$ cat config.mk
export PLATFORM = sky130hd
export DESIGN_NAME = stepper_wave_drive_speed_button
export DESIGN_NICKNAME = d
export VERILOG_FILES = /design/src/rtl/swd_pkg.sv /design/src/rtl/swd_cfg_regs.sv /design/src/rtl/swd_period_ctrl.sv /design/src/rtl/swd_step_timer.sv /design/src/rtl/stepper_wave_drive_speed_button.sv
export SDC_FILE = /design/constraint.sdc
export NUM_CORES = 1
export LEC_CHECK = 0
export BUFFER_PORTS_ARGS = -buffer_cell sky130_fd_sc_hd__buf_2
export CELL_PAD_IN_SITES_DETAIL_PLACEMENT = 1
export CELL_PAD_IN_SITES_GLOBAL_PLACEMENT = 1
export CORE_ASPECT_RATIO = 0.75
export CORE_MARGIN = 2
export CORE_UTILIZATION = 40
export CTS_CLUSTER_DIAMETER = 60
export DETAILED_ROUTE_END_ITERATION = 8
export PLACE_DENSITY_LB_ADDON = 0.1
export SLEW_MARGIN = 5
export SYNTH_ARGS = -nofsm -noshare
export SYNTH_HDL_FRONTEND = slang
export SYNTH_SLANG_ARGS = --single-unit
$ cat constraint.sdc
create_clock -name aclk -period 17 [get_ports aclk]
set_clock_uncertainty 0.05 [all_clocks]
set_input_delay 3.4 -clock aclk [delete_from_list [all_inputs] [get_ports aclk]]
set_output_delay 3.4 -clock aclk [all_outputs]
set_load 0.05 [all_outputs]
$ cat src/rtl/swd_pkg.sv
// ----------------------------------------------------------------------------
// swd_pkg
// Shared types and constants of the stepper wave drive with speed button.
// ----------------------------------------------------------------------------
package swd_pkg;

    localparam int CFG_INDEX_W = 3;
    localparam int CFG_DATA_W  = 16;
    localparam int PRESCALE_W  = 8;
    localparam int COUNT_W     = 16;
    localparam int PERIOD_W    = 16;
    localparam int COIL_W      = 4;
    localparam int PHASE_W     = 2;
    localparam int S_TDATA_W   = 8;
    localparam int M_TDATA_W   = 24;

    localparam logic [CFG_INDEX_W-1:0] CFG_IDX_STEP_PRESCALE  = 3'd0;
    localparam logic [CFG_INDEX_W-1:0] CFG_IDX_DEBOUNCE_TICKS = 3'd1;
    localparam logic [CFG_INDEX_W-1:0] CFG_IDX_PERIOD_STEP    = 3'd2;
    localparam logic [CFG_INDEX_W-1:0] CFG_IDX_PERIOD_MIN     = 3'd3;
    localparam logic [CFG_INDEX_W-1:0] CFG_IDX_PERIOD_MAX     = 3'd4;

    localparam logic [PRESCALE_W-1:0] RST_STEP_PRESCALE  = 8'd8;
    localparam logic [COUNT_W-1:0]    RST_DEBOUNCE_TICKS = 16'd4000;
    localparam logic [PERIOD_W-1:0]   RST_PERIOD_STEP    = 16'd1000;
    localparam logic [PERIOD_W-1:0]   RST_PERIOD_MIN     = 16'd1000;
    localparam logic [PERIOD_W-1:0]   RST_PERIOD_MAX     = 16'd25000;

    typedef struct packed {
        logic [PRESCALE_W-1:0] step_prescale;
        logic [COUNT_W-1:0]    debounce_ticks;
        logic [PERIOD_W-1:0]   period_step;
        logic [PERIOD_W-1:0]   period_min;
        logic [PERIOD_W-1:0]   period_max;
    } cfg_t;

endpackage

$ cat src/rtl/swd_cfg_regs.sv
// ----------------------------------------------------------------------------
// swd_cfg_regs
// Configuration register file, written through the index/data channel.
// ----------------------------------------------------------------------------
module swd_cfg_regs (
    input  logic                             aclk,
    input  logic                             aresetn,
    input  logic                             cfg_valid,
    output logic                             cfg_ready,
    input  logic [swd_pkg::CFG_INDEX_W-1:0]  cfg_index,
    input  logic [swd_pkg::CFG_DATA_W-1:0]   cfg_data,
    output swd_pkg::cfg_t                    cfg
);

    swd_pkg::cfg_t cfg_reg;
    swd_pkg::cfg_t cfg_next;

    assign cfg_ready = 1'b1;
    assign cfg       = cfg_reg;

    always_comb begin
        cfg_next = cfg_reg;
        if (cfg_valid) begin
            unique case (cfg_index)
                swd_pkg::CFG_IDX_STEP_PRESCALE:
                    cfg_next.step_prescale = cfg_data[swd_pkg::PRESCALE_W-1:0];
                swd_pkg::CFG_IDX_DEBOUNCE_TICKS: cfg_next.debounce_ticks = cfg_data;
                swd_pkg::CFG_IDX_PERIOD_STEP:    cfg_next.period_step    = cfg_data;
                swd_pkg::CFG_IDX_PERIOD_MIN:     cfg_next.period_min     = cfg_data;
                swd_pkg::CFG_IDX_PERIOD_MAX:     cfg_next.period_max     = cfg_data;
                default: ;
            endcase
        end
    end

    always_ff @(posedge aclk) begin
        if (!aresetn) begin
            cfg_reg.step_prescale  <= swd_pkg::RST_STEP_PRESCALE;
            cfg_reg.debounce_ticks <= swd_pkg::RST_DEBOUNCE_TICKS;
            cfg_reg.period_step    <= swd_pkg::RST_PERIOD_STEP;
            cfg_reg.period_min     <= swd_pkg::RST_PERIOD_MIN;
            cfg_reg.period_max     <= swd_pkg::RST_PERIOD_MAX;
        end else begin
            cfg_reg <= cfg_next;
        end
    end

endmodule

$ cat src/rtl/swd_period_ctrl.sv
// ----------------------------------------------------------------------------
// swd_period_ctrl
// Button debounce and step period adjustment.
// ----------------------------------------------------------------------------
module swd_period_ctrl (
    input  logic                           aclk,
    input  logic                           aresetn,
    input  logic                           advance,
    input  logic                           button_level,
    input  logic                           direction_level,
    input  swd_pkg::cfg_t                  cfg,
    output logic [swd_pkg::PERIOD_W-1:0]   period_next
);

    logic                          db_active_reg;
    logic                          db_active_next;
    logic [swd_pkg::COUNT_W-1:0]   db_count_reg;
    logic [swd_pkg::COUNT_W-1:0]   db_count_next;
    logic                          last_button_reg;
    logic [swd_pkg::PERIOD_W-1:0]  period_reg;

    logic [swd_pkg::COUNT_W-1:0]   db_len;
    logic [swd_pkg::COUNT_W:0]     db_count_inc;
    logic                          db_done;
    logic [swd_pkg::PERIOD_W-1:0]  faster_val;
    logic [swd_pkg::PERIOD_W:0]    slower_sum;
    logic [swd_pkg::PERIOD_W-1:0]  slower_val;
    logic [swd_pkg::PERIOD_W-1:0]  adjusted;

    assign db_len       = (cfg.debounce_ticks == '0) ? swd_pkg::COUNT_W'(1) : cfg.debounce_ticks;
    assign db_count_inc = {1'b0, db_count_reg} + (swd_pkg::COUNT_W+1)'(1);
    assign db_done      = db_count_inc >= {1'b0, db_len};

    always_comb begin
        faster_val = (period_reg > cfg.period_step) ? period_reg - cfg.period_step : '0;
        if (faster_val < cfg.period_min) begin
            faster_val = cfg.period_min;
        end
        slower_sum = {1'b0, period_reg} + {1'b0, cfg.period_step};
        if (slower_sum > {1'b0, cfg.period_max}) begin
            slower_val = cfg.period_max;
        end else begin
            slower_val = slower_sum[swd_pkg::PERIOD_W-1:0];
        end
        adjusted = period_reg;
        if (direction_level) begin
            if (period_reg > cfg.period_min) begin
                adjusted = faster_val;
            end
        end else begin
            if (period_reg < cfg.period_max) begin
                adjusted = slower_val;
            end
        end
    end

    always_comb begin
        db_active_next = db_active_reg;
        db_count_next  = db_count_reg;
        period_next    = period_reg;
        if (db_active_reg) begin
            if (db_done) begin
                if (!button_level) begin
                    period_next = adjusted;
                end
                db_active_next = 1'b0;
                db_count_next  = '0;
            end else begin
                db_count_next = db_count_inc[swd_pkg::COUNT_W-1:0];
            end
        end else if (last_button_reg && !button_level) begin
            db_active_next = 1'b1;
            db_count_next  = '0;
        end
    end

    always_ff @(posedge aclk) begin
        if (!aresetn) begin
            db_active_reg   <= 1'b0;
            db_count_reg    <= '0;
            last_button_reg <= 1'b1;
            period_reg      <= swd_pkg::RST_PERIOD_MAX;
        end else if (advance) begin
            db_active_reg   <= db_active_next;
            db_count_reg    <= db_count_next;
            last_button_reg <= button_level;
            period_reg      <= period_next;
        end
    end

endmodule

$ cat src/rtl/swd_step_timer.sv
// ----------------------------------------------------------------------------
// swd_step_timer
// Prescaler, step counter and four-phase wave drive sequencer.
// ----------------------------------------------------------------------------
module swd_step_timer (
    input  logic                             aclk,
    input  logic                             aresetn,
    input  logic                             advance,
    input  logic [swd_pkg::PRESCALE_W-1:0]   step_prescale,
    input  logic [swd_pkg::PERIOD_W-1:0]     period,
    output logic [swd_pkg::COIL_W-1:0]       coil_next,
    output logic                             stepped
);

    logic [swd_pkg::PRESCALE_W-1:0] pre_count_reg;
    logic [swd_pkg::PRESCALE_W-1:0] pre_count_next;
    logic [swd_pkg::COUNT_W-1:0]    step_count_reg;
    logic [swd_pkg::COUNT_W-1:0]    step_count_next;
    logic [swd_pkg::PHASE_W-1:0]    phase_reg;
    logic [swd_pkg::PHASE_W-1:0]    phase_next;
    logic [swd_pkg::COIL_W-1:0]     coil_reg;

    logic [swd_pkg::PRESCALE_W-1:0] pre_len;
    logic [swd_pkg::PRESCALE_W:0]   pre_inc;
    logic [swd_pkg::COUNT_W:0]      step_inc;

    assign pre_len  = (step_prescale == '0) ? swd_pkg::PRESCALE_W'(1) : step_prescale;
    assign pre_inc  = {1'b0, pre_count_reg} + (swd_pkg::PRESCALE_W+1)'(1);
    assign step_inc = {1'b0, step_count_reg} + (swd_pkg::COUNT_W+1)'(1);

    always_comb begin
        pre_count_next  = pre_count_reg;
        step_count_next = step_count_reg;
        phase_next      = phase_reg;
        coil_next       = coil_reg;
        stepped         = 1'b0;
        if (pre_inc >= {1'b0, pre_len}) begin
            pre_count_next = '0;
            if (step_inc >= {1'b0, period}) begin
                step_count_next = '0;
                coil_next       = swd_pkg::COIL_W'(1) << phase_reg;
                phase_next      = phase_reg + swd_pkg::PHASE_W'(1);
                stepped         = 1'b1;
            end else begin
                step_count_next = step_inc[swd_pkg::COUNT_W-1:0];
            end
        end else begin
            pre_count_next = pre_inc[swd_pkg::PRESCALE_W-1:0];
        end
    end

    always_ff @(posedge aclk) begin
        if (!aresetn) begin
            pre_count_reg  <= '0;
            step_count_reg <= '0;
            phase_reg      <= '0;
            coil_reg       <= '0;
        end else if (advance) begin
            pre_count_reg  <= pre_count_next;
            step_count_reg <= step_count_next;
            phase_reg      <= phase_next;
            coil_reg       <= coil_next;
        end
    end

endmodule

$ cat src/rtl/stepper_wave_drive_speed_button.sv
// ----------------------------------------------------------------------------
// stepper_wave_drive_speed_button
// Wave drive stepper controller with a debounced speed button.
// ----------------------------------------------------------------------------
// The result of an input transfer is registered and appears on the m_ side in the next cycle.
// Throughput: 1 item per cycle; the result register frees while m_tready is high.
// Each item passes one level of debounce, period and step logic into that register.
// Reset (aresetn low, synchronous): registers to defaults, period to 25000,
// coils off, debounce idle, button released, result register empty.
module stepper_wave_drive_speed_button (
    input  logic                             aclk,
    input  logic                             aresetn,
    input  logic                             s_tvalid,
    output logic                             s_tready,
    input  logic [swd_pkg::S_TDATA_W-1:0]    s_tdata,   // button_level, direction_level
    output logic                             m_tvalid,
    input  logic                             m_tready,
    output logic [swd_pkg::M_TDATA_W-1:0]    m_tdata,   // coil_drive, current_period, step_taken
    input  logic                             cfg_valid,
    output logic                             cfg_ready,
    input  logic [swd_pkg::CFG_INDEX_W-1:0]  cfg_index,
    input  logic [swd_pkg::CFG_DATA_W-1:0]   cfg_data
);

    swd_pkg::cfg_t                 cfg;
    logic                          s_xfer;
    logic [swd_pkg::PERIOD_W-1:0]  period_next;
    logic [swd_pkg::COIL_W-1:0]    coil_next;
    logic                          stepped;
    logic                          m_valid_reg;
    logic [swd_pkg::M_TDATA_W-1:0] m_data_reg;

    assign s_tready = !m_valid_reg || m_tready;
    assign s_xfer   = s_tvalid && s_tready;
    assign m_tvalid = m_valid_reg;
    assign m_tdata  = m_data_reg;

    swd_cfg_regs u_cfg (
        .aclk      (aclk),
        .aresetn   (aresetn),
        .cfg_valid (cfg_valid),
        .cfg_ready (cfg_ready),
        .cfg_index (cfg_index),
        .cfg_data  (cfg_data),
        .cfg       (cfg)
    );

    swd_period_ctrl u_period (
        .aclk            (aclk),
        .aresetn         (aresetn),
        .advance         (s_xfer),
        .button_level    (s_tdata[0]),
        .direction_level (s_tdata[1]),
        .cfg             (cfg),
        .period_next     (period_next)
    );

    swd_step_timer u_timer (
        .aclk          (aclk),
        .aresetn       (aresetn),
        .advance       (s_xfer),
        .step_prescale (cfg.step_prescale),
        .period        (period_next),
        .coil_next     (coil_next),
        .stepped       (stepped)
    );

    always_ff @(posedge aclk) begin
        if (!aresetn) begin
            m_valid_reg <= 1'b0;
        end else if (s_tready) begin
            m_valid_reg <= s_tvalid;
        end
    end

    always_ff @(posedge aclk) begin
        if (s_xfer) begin
            m_data_reg <= {3'b000, stepped, period_next, coil_next};
        end
    end

`ifndef SYNTHESIS
    a_xfer_gives_result: assert property (@(posedge aclk) disable iff (!aresetn)
        s_xfer |=> m_tvalid)
        else $error("input transfer did not produce a result");

    a_no_take_when_full: assert property (@(posedge aclk) disable iff (!aresetn)
        (m_valid_reg && !m_tready) |-> !s_tready)
        else $error("input taken while result stalled");

    a_coil_onehot: assert property (@(posedge aclk) disable iff (!aresetn)
        m_tvalid |-> $onehot0(m_tdata[3:0]))
        else $error("coil drive not one-hot");

    a_step_drives_coil: assert property (@(posedge aclk) disable iff (!aresetn)
        (m_tvalid && m_tdata[20]) |-> $onehot(m_tdata[3:0]))
        else $error("step taken without an active coil");
`endif

endmodule
-- Word level (Yosys, flattened, before mapping)
Cells that the tools add are included.
- flip-flop bits (word level): 158
- bits in latches: 0
- bits in writable memories: 0
- memory bits (read-only): 0
- input bits: 32
- output and inout bits: 27
- logic and storage cells: 74
- memories: 0
- add/subtract/negate cells: 6
- $mul: 0
- div/mod/pow operators: 0
- magnitude comparators: 8
- equal/unequal tests: 4
- shifts and indexed selects: 1
- muxes and demuxes: 22
- bitwise gates (word level): 0
- reductions and logical operators: 17
- operator list (operator ; number):
    $mux W16 ; 14
    $add A16 B1 Y17 const B ; 2
    $ge A17 B16 Y1 ; 2
    $gt A16 B16 Y1 ; 2
    $lt A16 B16 Y1 ; 2
    $add A16 B16 Y17 ; 1
    $gt A17 B16 Y1 ; 1
    $logic_not A16 Y1 ; 1
    $mux W8 ; 2
    $sub A16 B16 Y16 ; 1
    $reduce_and A2 Y1 ; 7
    $add A8 B1 Y9 const B ; 1
    $ge A9 B8 Y1 ; 1
    $logic_not A8 Y1 ; 1
    $mux W4 ; 2
    $eq A3 B2 Y1 const B ; 2
    $mux W1 ; 4
    $shl A1 B2 Y4 const A ; 1
    $eq A3 B1 Y1 const B ; 1
    $eq A3 B3 Y1 const B ; 1
    $logic_not A3 Y1 ; 1
    $reduce_and A3 Y1 ; 1
    $add A2 B1 Y2 const B ; 1
    $logic_and A1 B1 Y1 ; 2
    3 further kinds ; 4

-- Logic depth before layout (Yosys ltp)
Gate-level depths: netlist of the first run.
- depth after elaboration: 12
- mapped depth: 31
- depth with buffers taken out: 28

-- Modules after synthesis
Synthesis of the first run repeated with hierarchy kept, for this count alone.
- cells, all modules: 1385
- area, all modules: 11907.7 um^2
- modules (own cells, without submodules) (module ; instances ; cells an instance ; area each (um^2) ; sequential area each (um^2)):
    swd_period_ctrl ; 1 ; 788 ; 5958.2 ; 680.7
    swd_cfg_regs ; 1 ; 270 ; 2811.4 ; 1441.4
    swd_step_timer ; 1 ; 297 ; 2423.6 ; 600.6
    stepper_wave_drive_speed_button ; 1 ; 30 ; 714.4 ; 650.6

-- Worst setup path after synthesis of the first run
No wires, ideal clock.
- path type: input to output
- from: in m_tready
- to: out s_tready
- arrival: 3837 ps
- data required time: 13550 ps
- setup slack: 9713 ps
- stages: 1
- path buffers: 0
- cells stage by stage: nand2b_1
- cells in the longest elaborated chain, start to end: 1
- RTL lines (element ; RTL line ; source):
    start: declaration ; stepper_wave_drive_speed_button.sv:17 ; input logic m_tready,
    $logic_or A1 B1 Y1 ; stepper_wave_drive_speed_button.sv:33 ; assign s_tready = !m_valid_reg || m_tready;
    end: declaration ; stepper_wave_drive_speed_button.sv:14 ; output logic s_tready,
No other way between the ends.

-- Worst setup path in the final report of the first run
- from: reg u_period.period_reg[11] (netlist bit)
- to: reg u_timer.step_count_reg[8] (netlist bit)
- cells in the longest elaborated chain, start to end: 11
- elaborated cells between the ends (all ways): 18
- classes of those cells: add/sub (2); order compare (6); mux (10)
- RTL lines (element ; RTL line ; source):
    start: declaration ; swd_period_ctrl.sv:20 ; logic [swd_pkg::PERIOD_W-1:0] period_reg;
    start signal: assignment ; swd_period_ctrl.sv:82 ; period_reg <= swd_pkg::RST_PERIOD_MAX;
    start signal: assignment ; swd_period_ctrl.sv:87 ; period_reg <= period_next;
    $sub A16 B16 Y16 or $gt A16 B16 Y1 (tied branches) ; swd_period_ctrl.sv:35 ; faster_val = (period_reg > cfg.period_step) ? period_reg - cfg.period_step : '0;
    $mux W16 ; swd_period_ctrl.sv:35 ;
    $lt A16 B16 Y1 ; swd_period_ctrl.sv:36 ; if (faster_val < cfg.period_min) begin
    $mux W16 ; swd_period_ctrl.sv:36 ;
    $mux W16 ; swd_period_ctrl.sv:47 ; if (period_reg > cfg.period_min) begin
    $mux W16 ; swd_period_ctrl.sv:46 ; if (direction_level) begin
    $mux W16 ; swd_period_ctrl.sv:63 ; if (!button_level) begin
    $mux W16 ; swd_period_ctrl.sv:62 ; if (db_done) begin
    $mux W16 * ; swd_period_ctrl.sv:61 ; if (db_active_reg) begin
    $ge A17 B16 Y1 * ; swd_step_timer.sv:39 ; if (step_inc >= {1'b0, period}) begin
    $mux W16 * ; swd_step_timer.sv:39 ;
    end signal: assignment ; swd_step_timer.sv:60 ; step_count_reg <= step_count_next;
    end: declaration ; swd_step_timer.sv:17 ; logic [swd_pkg::COUNT_W-1:0] step_count_reg;
Every way passes the cells marked *; elsewhere a longest branch is shown, timed or not.
A chain may end at the register's enable or synchronous reset.

==> impl_metrics.py, run 1 <==
metrics = {
    "status": {
        "status": "complete, no violations",
    },
    "pwr": {
        "seqPwrFrac_pct": 41.5,
        "p_int_uw": 660,
        "p_per_area_nw_per_um2": 74.8,
        "switching_power_uw": 289,
        "clkPwrFrac_pct": 40.2,
        "ir_worst_vdd_mv": 0.0693,
        "switching_share_pct": 30.5,
        "combPwrFrac_pct": 18.3,
        "leakagePower_nw": 5.27,
    },
    "clock_tree": {
        "cts_max_path_buffers": 2,
        "cts_buffers": 17,
        "clock-sinks": 158,
        "cts-root-buf": "clkbuf_16",
        "cts_tree": "done",
        "cts_resized": 0,
        "clock_latency_ns": 0.45,
        "cts_setup_buffers": 0,
        "htreeDepth": 4,
        "postCtsHoldBufs": 0,
        "clk_pin_slew_ns": 0.07,
    },
    "logic_synthesis": {
        "synthFlopType": "dfxtp_1",
        "muxShareOfSynthArea_pct": 2.73,
        "ys_seq_elements": 158,
        "synth_area_leaders": "dfxtp_1 24%, ha_1 15%, nand2_1 6.2%",
        "syn_area_um2": 11600,
        "synth_edf_count": 21,
        "synth-simple-area-share_pct": 21.1,
        "synth_compound_area_share_pct": 21.1,
        "yosys.area.top_type": "dfxtp_1",
        "synth_top_family_by_area": "simple AND/OR/NAND/NOR gates",
        "synth_xor_xnor_area_share_pct": 4.83,
        "synth.avg_cell_area_um2": 8.13,
        "ys_seq_area_share_pct": 29.1,
        "yosysUniqueCellTypes": 93,
        "synthAdderAreaFrac_pct": 15.6,
        "synth_top_area_share_pct": 23.7,
        "synth_cells": 1426,
        "synthArstFlopShare_pct": 0,
        "yosys_warnings": 0,
    },
    "die": {
        "ios": 59,
        "die_area_um2": 30400,
        "core_um2": 28200,
        "die_x_um": 201,
        "start_util_pct": 41.0,
        "rows": 53,
        "die_h_um": 151,
    },
    "critical_path": {
        "worst_r2r_path_depth": 23,
        "critPathArrivalTime_ns": 9.17,
        "startpoint_type": "flip-flop",
        "path_class": "reg2reg",
        "cp-end-kind": "flip-flop",
        "worstPathRequired_ns": 17.23,
        "cp_max_fo": 17,
    },
    "cells_and_area": {
        "final_util_pct": 44.9,
        "final-seq-area_um2": 3370,
        "nFillCells": 3474,
        "layout_common_cells": "192 x nand2_1, 141 x ha_1, 137 x dfxtp_1",
        "multi_input_area_um2": 7600,
        "finalNetCount": 1620,
        "layout_commonest_cell": "nand2_1",
        "layout-drive-gt1-share_pct": 8.37,
        "fin_area_um2": 12700,
        "largest_reg_flops": 72,
        "area_growth_pct": 9.31,
    },
    "worst_hold_path": {
        "hold_depth": 2,
        "hold_path.class": "reg2reg",
    },
    "timing": {
        "rsz0062_at_grt": "false",
        "fin_crit_ns": 8.94,
        "fmax_mhz": 112,
        "hold_viol": 0,
        "setup_tns_ns": 0,
        "slew_headroom_pct": 12.1,
        "tightest_slew_ns": 1.31,
        "slew_violations": 0,
        "fin_ws_ns": 8.06,
        "setup_violations": 0,
        "period_share_pct": 52.6,
    },
    "route": {
        "dr.first_iter.drc_count": 668,
        "routedWlPerCell_um": 21.5,
        "vias": 10600,
        "drc": 0,
        "firstDrtPassIters": 5,
        "drt-vias-per-instance": 5.76,
        "ant_nets": 0,
        "wl_um": 39700,
    },
    "global_routing": {
        "grt_overflow_total": 0,
        "antenna_found_initial": 1,
        "grt_max_degree": 86,
        "grt_pass1_wl_um": 61900,
        "grt_usage_pct": 26.7,
        "grt_pass1_vias": 10500,
    },
    "placement": {
        "dp_hpwl_um": 30500,
        "io_buffers": 48,
        "gp_congestion": 0.909,
        "dp_slack_ns": 8.16,
        "postPlaceCellArea_um2": 12100,
    },
    "flow_run": {
        "cap_violations": 0,
    },
}
-- worst max-delay path, cell delays in order, from the launching register on --
cell      delay (ns)
dfxtp_1         0.44
ha_1            0.64
nand2_1         0.08
o21ai_0         0.48
a211oi_1        0.30
a21bo_2         0.44
nor4_1          0.81
ha_1            0.40
nand2_2         0.07
a21oi_1         0.04
a221oi_1        0.36
o221ai_2        0.23
nor2_2          0.85
mux2i_1         0.31
and2_1          0.25
or3_1           0.35
ha_1            0.31
and4_1          0.26
a221oi_1        0.12
a221oi_1        0.25
a21bo_2         0.27
a21o_1          0.25
o21ai_1         1.04
nor2_1          0.12
-- layer usage --
layer	GRT usage, %	part of all wire [%]	vias up	wire (um)
met1	38.6	51	5232	20400
met3	5.54	5.6	36	2210
li1	-	-	5149	-
met2	40.6	42	204	16500
met5	0	0	-	0
met4	6.33	1.4	0	567
-- worst paths after layout --
check | start | slack (ns) | to
worst min-delay path | u_cfg.cfg[30] | 0.41 | u_cfg.cfg[30]
worst min register to register | u_cfg.cfg[30] | 0.41 | u_cfg.cfg[30]
worst max-delay path | u_period.period_reg[11] | 8.06 | u_timer.step_count_reg[8]
worst max register to register | u_period.period_reg[11] | 8.06 | u_timer.step_count_reg[8]
-- power groups by stage --
| stage | clock [mW] | sequential, mW | combinational, mW |
|---|---|---|---|
| after global placement | 0 | 0.402 | 0.166 |
| after CTS | 0.390 | 0.394 | 0.170 |
| after global routing | 0.404 | 0.395 | 0.187 |
| final | 0.381 | 0.394 | 0.173 |
| after detailed placement | 0 | 0.402 | 0.169 |
| after floorplan | 0 | 0.407 | 0.114 |
-- Yosys cell counts (all sizes together) (16+ instances only) --
| library cell | n |
|---|---|
| a21oi | 123 |
| edfxtp | 21 |
| xor2 | 30 |
| buf | 21 |
| xnor2 | 34 |
| ha | 141 |
| nor2 | 110 |
| nand3 | 42 |
| a21o | 16 |
| and2 | 17 |
| inv | 97 |
| clkbuf | 37 |
| nand2 | 193 |
| a211oi | 22 |
| nand4 | 21 |
| nor2b | 18 |
| mux2i | 17 |
| and3 | 19 |
| o21ai | 49 |
| o211ai | 32 |
| dfxtp | 137 |
| nor3 | 22 |
-- final cells by class --
type / count / share of cell area (%)
timing repair buffer: 56 / 2.37
inverter: 97 / 2.87
clock inverter: 10 / 0.888
multi-input combinational: 1115 / 59.9
clock buffer: 22 / 3.50
antenna: 1 / 0.0197
tap: 385 / 3.80
sequential: 158 / 26.6
-- cell families after synthesis --
kind of cell	Yosys count
AND/OR/NAND/NOR	513
AO/OA/AOI/OAI	362
flip-flops	158
buffers and inverters	155
adder cells (fa/ha/maj)	143
XOR/XNOR	64
multiplexers	29
other	2
-- per-stage QoR --
stage | hold slack [ns] | std cells | power (mW)
floorplan | 0.383 | 1428 | 0.521
global route | 0.435 | 1843 | 0.985
CTS | 0.410 | 1843 | 0.954
finish | 0.407 | 1844 | 0.949
global placement | 0.394 | 1811 | 0.568
detailed placement | 0.401 | 1811 | 0.571
Note: power is estimated with default switching activity, not from simulation.
==> run 2, diff against run 1 <==
Clock period 17 ns to 7.9 ns, I/O delays scaled along.
==> impl_metrics.py, run 2 (synthesis gave the netlist of run 1 again) <==
metrics = {
    "die": {
        "start_util_pct": 41.0,
        "ios": 59,
        "die_x_um": 201,
        "core_um2": 28200,
        "rows": 53,
        "die_h_um": 151,
        "die_area_um2": 30400,
    },
    "route": {
        "firstDrtPassIters": 5,
        "dr.first_iter.drc_count": 738,
        "vias": 10900,
        "wl_um": 42000,
        "drc": 0,
        "ant_nets": 0,
        "routedWlPerCell_um": 22.3,
        "drt-vias-per-instance": 5.79,
    },
    "cells_and_area": {
        "layout_common_cells": "192 x nand2_1, 141 x ha_1, 137 x dfxtp_1",
        "nFillCells": 3417,
        "layout-drive-gt1-share_pct": 11.1,
        "fin_area_um2": 13000,
        "final_util_pct": 46.1,
        "area_growth_pct": 12.3,
        "largest_reg_flops": 72,
        "layout_commonest_cell": "nand2_1",
        "finalNetCount": 1656,
    },
    "timing": {
        "fin_hold_ws_ns": 0.413,
        "rsz0062_at_grt": "false",
        "slew_headroom_pct": 30.0,
        "period_share_pct": 96.0,
        "tightest_slew_ns": 1.05,
        "slew_violations": 0,
        "fmax_mhz": 132,
        "fin_crit_ns": 7.58,
        "setup_tns_ns": 0,
        "hold_viol": 0,
        "setup_violations": 0,
    },
    "clock_tree": {
        "cts-root-buf": "clkbuf_16",
        "cts_buffers": 17,
        "cts_tree": "done",
        "cts_max_path_buffers": 2,
        "postCtsHoldBufs": 0,
        "cts_setup_buffers": 0,
        "clk_pin_slew_ns": 0.08,
        "cts_resized": 0,
        "clock-sinks": 158,
        "clock_latency_ns": 0.46,
        "htreeDepth": 4,
    },
    "critical_path": {
        "worst_r2r_path_depth": 27,
        "r2r_start": "u_period.period_reg[0]",
        "cp-end-kind": "flip-flop",
        "reg2reg_setup_slack_ns": 0.32,
        "startpoint_type": "flip-flop",
        "rr_endpoint": "m_tdata[1]",
        "startpoint": "u_period.period_reg[0]",
        "critPathArrivalTime_ns": 7.74,
        "path_class": "reg2reg",
        "cp_max_fo": 11,
        "crit_end": "m_tdata[1]",
        "worstPathRequired_ns": 8.05,
    },
    "placement": {
        "io_buffers": 48,
        "gp_congestion": 0.934,
        "postPlaceCellArea_um2": 12400,
        "dp_hpwl_um": 32200,
    },
    "worst_hold_path": {
        "hold_path.class": "reg2reg",
    },
    "pwr": {
        "leakagePower_nw": 5.47,
        "ir_worst_vdd_mv": 0.177,
        "p_per_area_nw_per_um2": 163,
        "power_mw": 2.12,
    },
    "flow_run": {
        "cap_violations": 0,
    },
    "global_routing": {
        "grt_max_degree": 69,
        "grt_usage_pct": 27.9,
        "antenna_found_initial": 0,
        "grt_pass1_wl_um": 63800,
        "grt_pass1_vias": 10800,
        "grt_overflow_total": 0,
    },
    "status": {
        "status": "complete, no violations",
    },
}
[run 2: cell types whose count changed in the layout (fill, tap and decap cells not counted), sizes merged]
cell,change
inv,+4
clkbuf,-3
buf,+36
clkinv,-2
clkinvlp,+1
[run 2: metal layers]
| metal | up-vias | wire length, um | global-route usage [%] |
|---|---|---|---|
| met5 | - | 0 | 0 |
| met4 | 0 | 888 | 7.74 |
| met3 | 49 | 2690 | 5.54 |
| met2 | 300 | 16600 | 40.3 |
| met1 | 5323 | 21800 | 41.8 |
| li1 | 5217 | - | - |
[run 2: cell type report]
class | instances | area [um2] | share of cell area [%]
Clock inverter | 13 | 154 | 1.18
Timing Repair Buffer | 92 | 571 | 4.38
Inverter | 97 | 364 | 2.80
Antenna cell | 1 | 2.50 | 0.0192
Clock buffer | 19 | 443 | 3.40
Multi-Input combinational cell | 1115 | 7630 | 58.6
Sequential cell | 158 | 3370 | 25.9
Tap cell | 385 | 482 | 3.70
[run 2: per-stage QoR]
step,setup WS (ns),std cells
2_1_floorplan,1.41,1428
3_3_place_gp,0.360,1847
3_5_place_dp,0.174,1847
4_1_cts,0.127,1879
5_1_grt,0.0159,1879
6_report,0.318,1880
[run 2: power breakdown]
group / leakage (nW) / total, mW / switching [mW] / internal [mW]
registers: 1.31 / 0.844 / 0.0129 / 0.831
clock network: 0.290 / 0.877 / 0.394 / 0.483
logic: 3.88 / 0.402 / 0.264 / 0.138
[run 2: worst min path at each step]
stage	cells past startpoint	from	endpoint
2_1_floorplan	2	u_period.last_button_reg	u_period.last_button_reg
3_3_place_gp	2	u_period.last_button_reg	u_period.last_button_reg
3_5_place_dp	2	u_cfg.cfg[12]	u_cfg.cfg[12]
4_1_cts	2	u_cfg.cfg[12]	u_cfg.cfg[12]
5_1_grt	2	u_cfg.cfg[10]	u_cfg.cfg[10]
6_report	2	u_cfg.cfg[12]	u_cfg.cfg[12]
[run 2: worst max-delay path, cell delays in order, from the launching register on]
cell and delay (ns):
dfxtp_1 0.35, inv_1 0.17, ha_1 0.24, inv_1 0.07, fa_1 0.42, nand3_1 0.19
a21oi_4 0.12, or2_2 0.36, a2111o_1 0.42, a31oi_1 0.38, ha_1 0.22, nand3_1 0.11
or3_4 0.40, or4_4 0.55, a211oi_2 0.39, nor2_4 0.16, mux2_2 0.30, o22ai_1 0.35
or2_1 0.17, ha_1 0.23, a21o_1 0.17, a21o_1 0.17, a221oi_1 0.31, a221oi_1 0.12
a21bo_2 0.23, a21oi_2 0.08, nand2_1 0.22, mux2_2 0.38
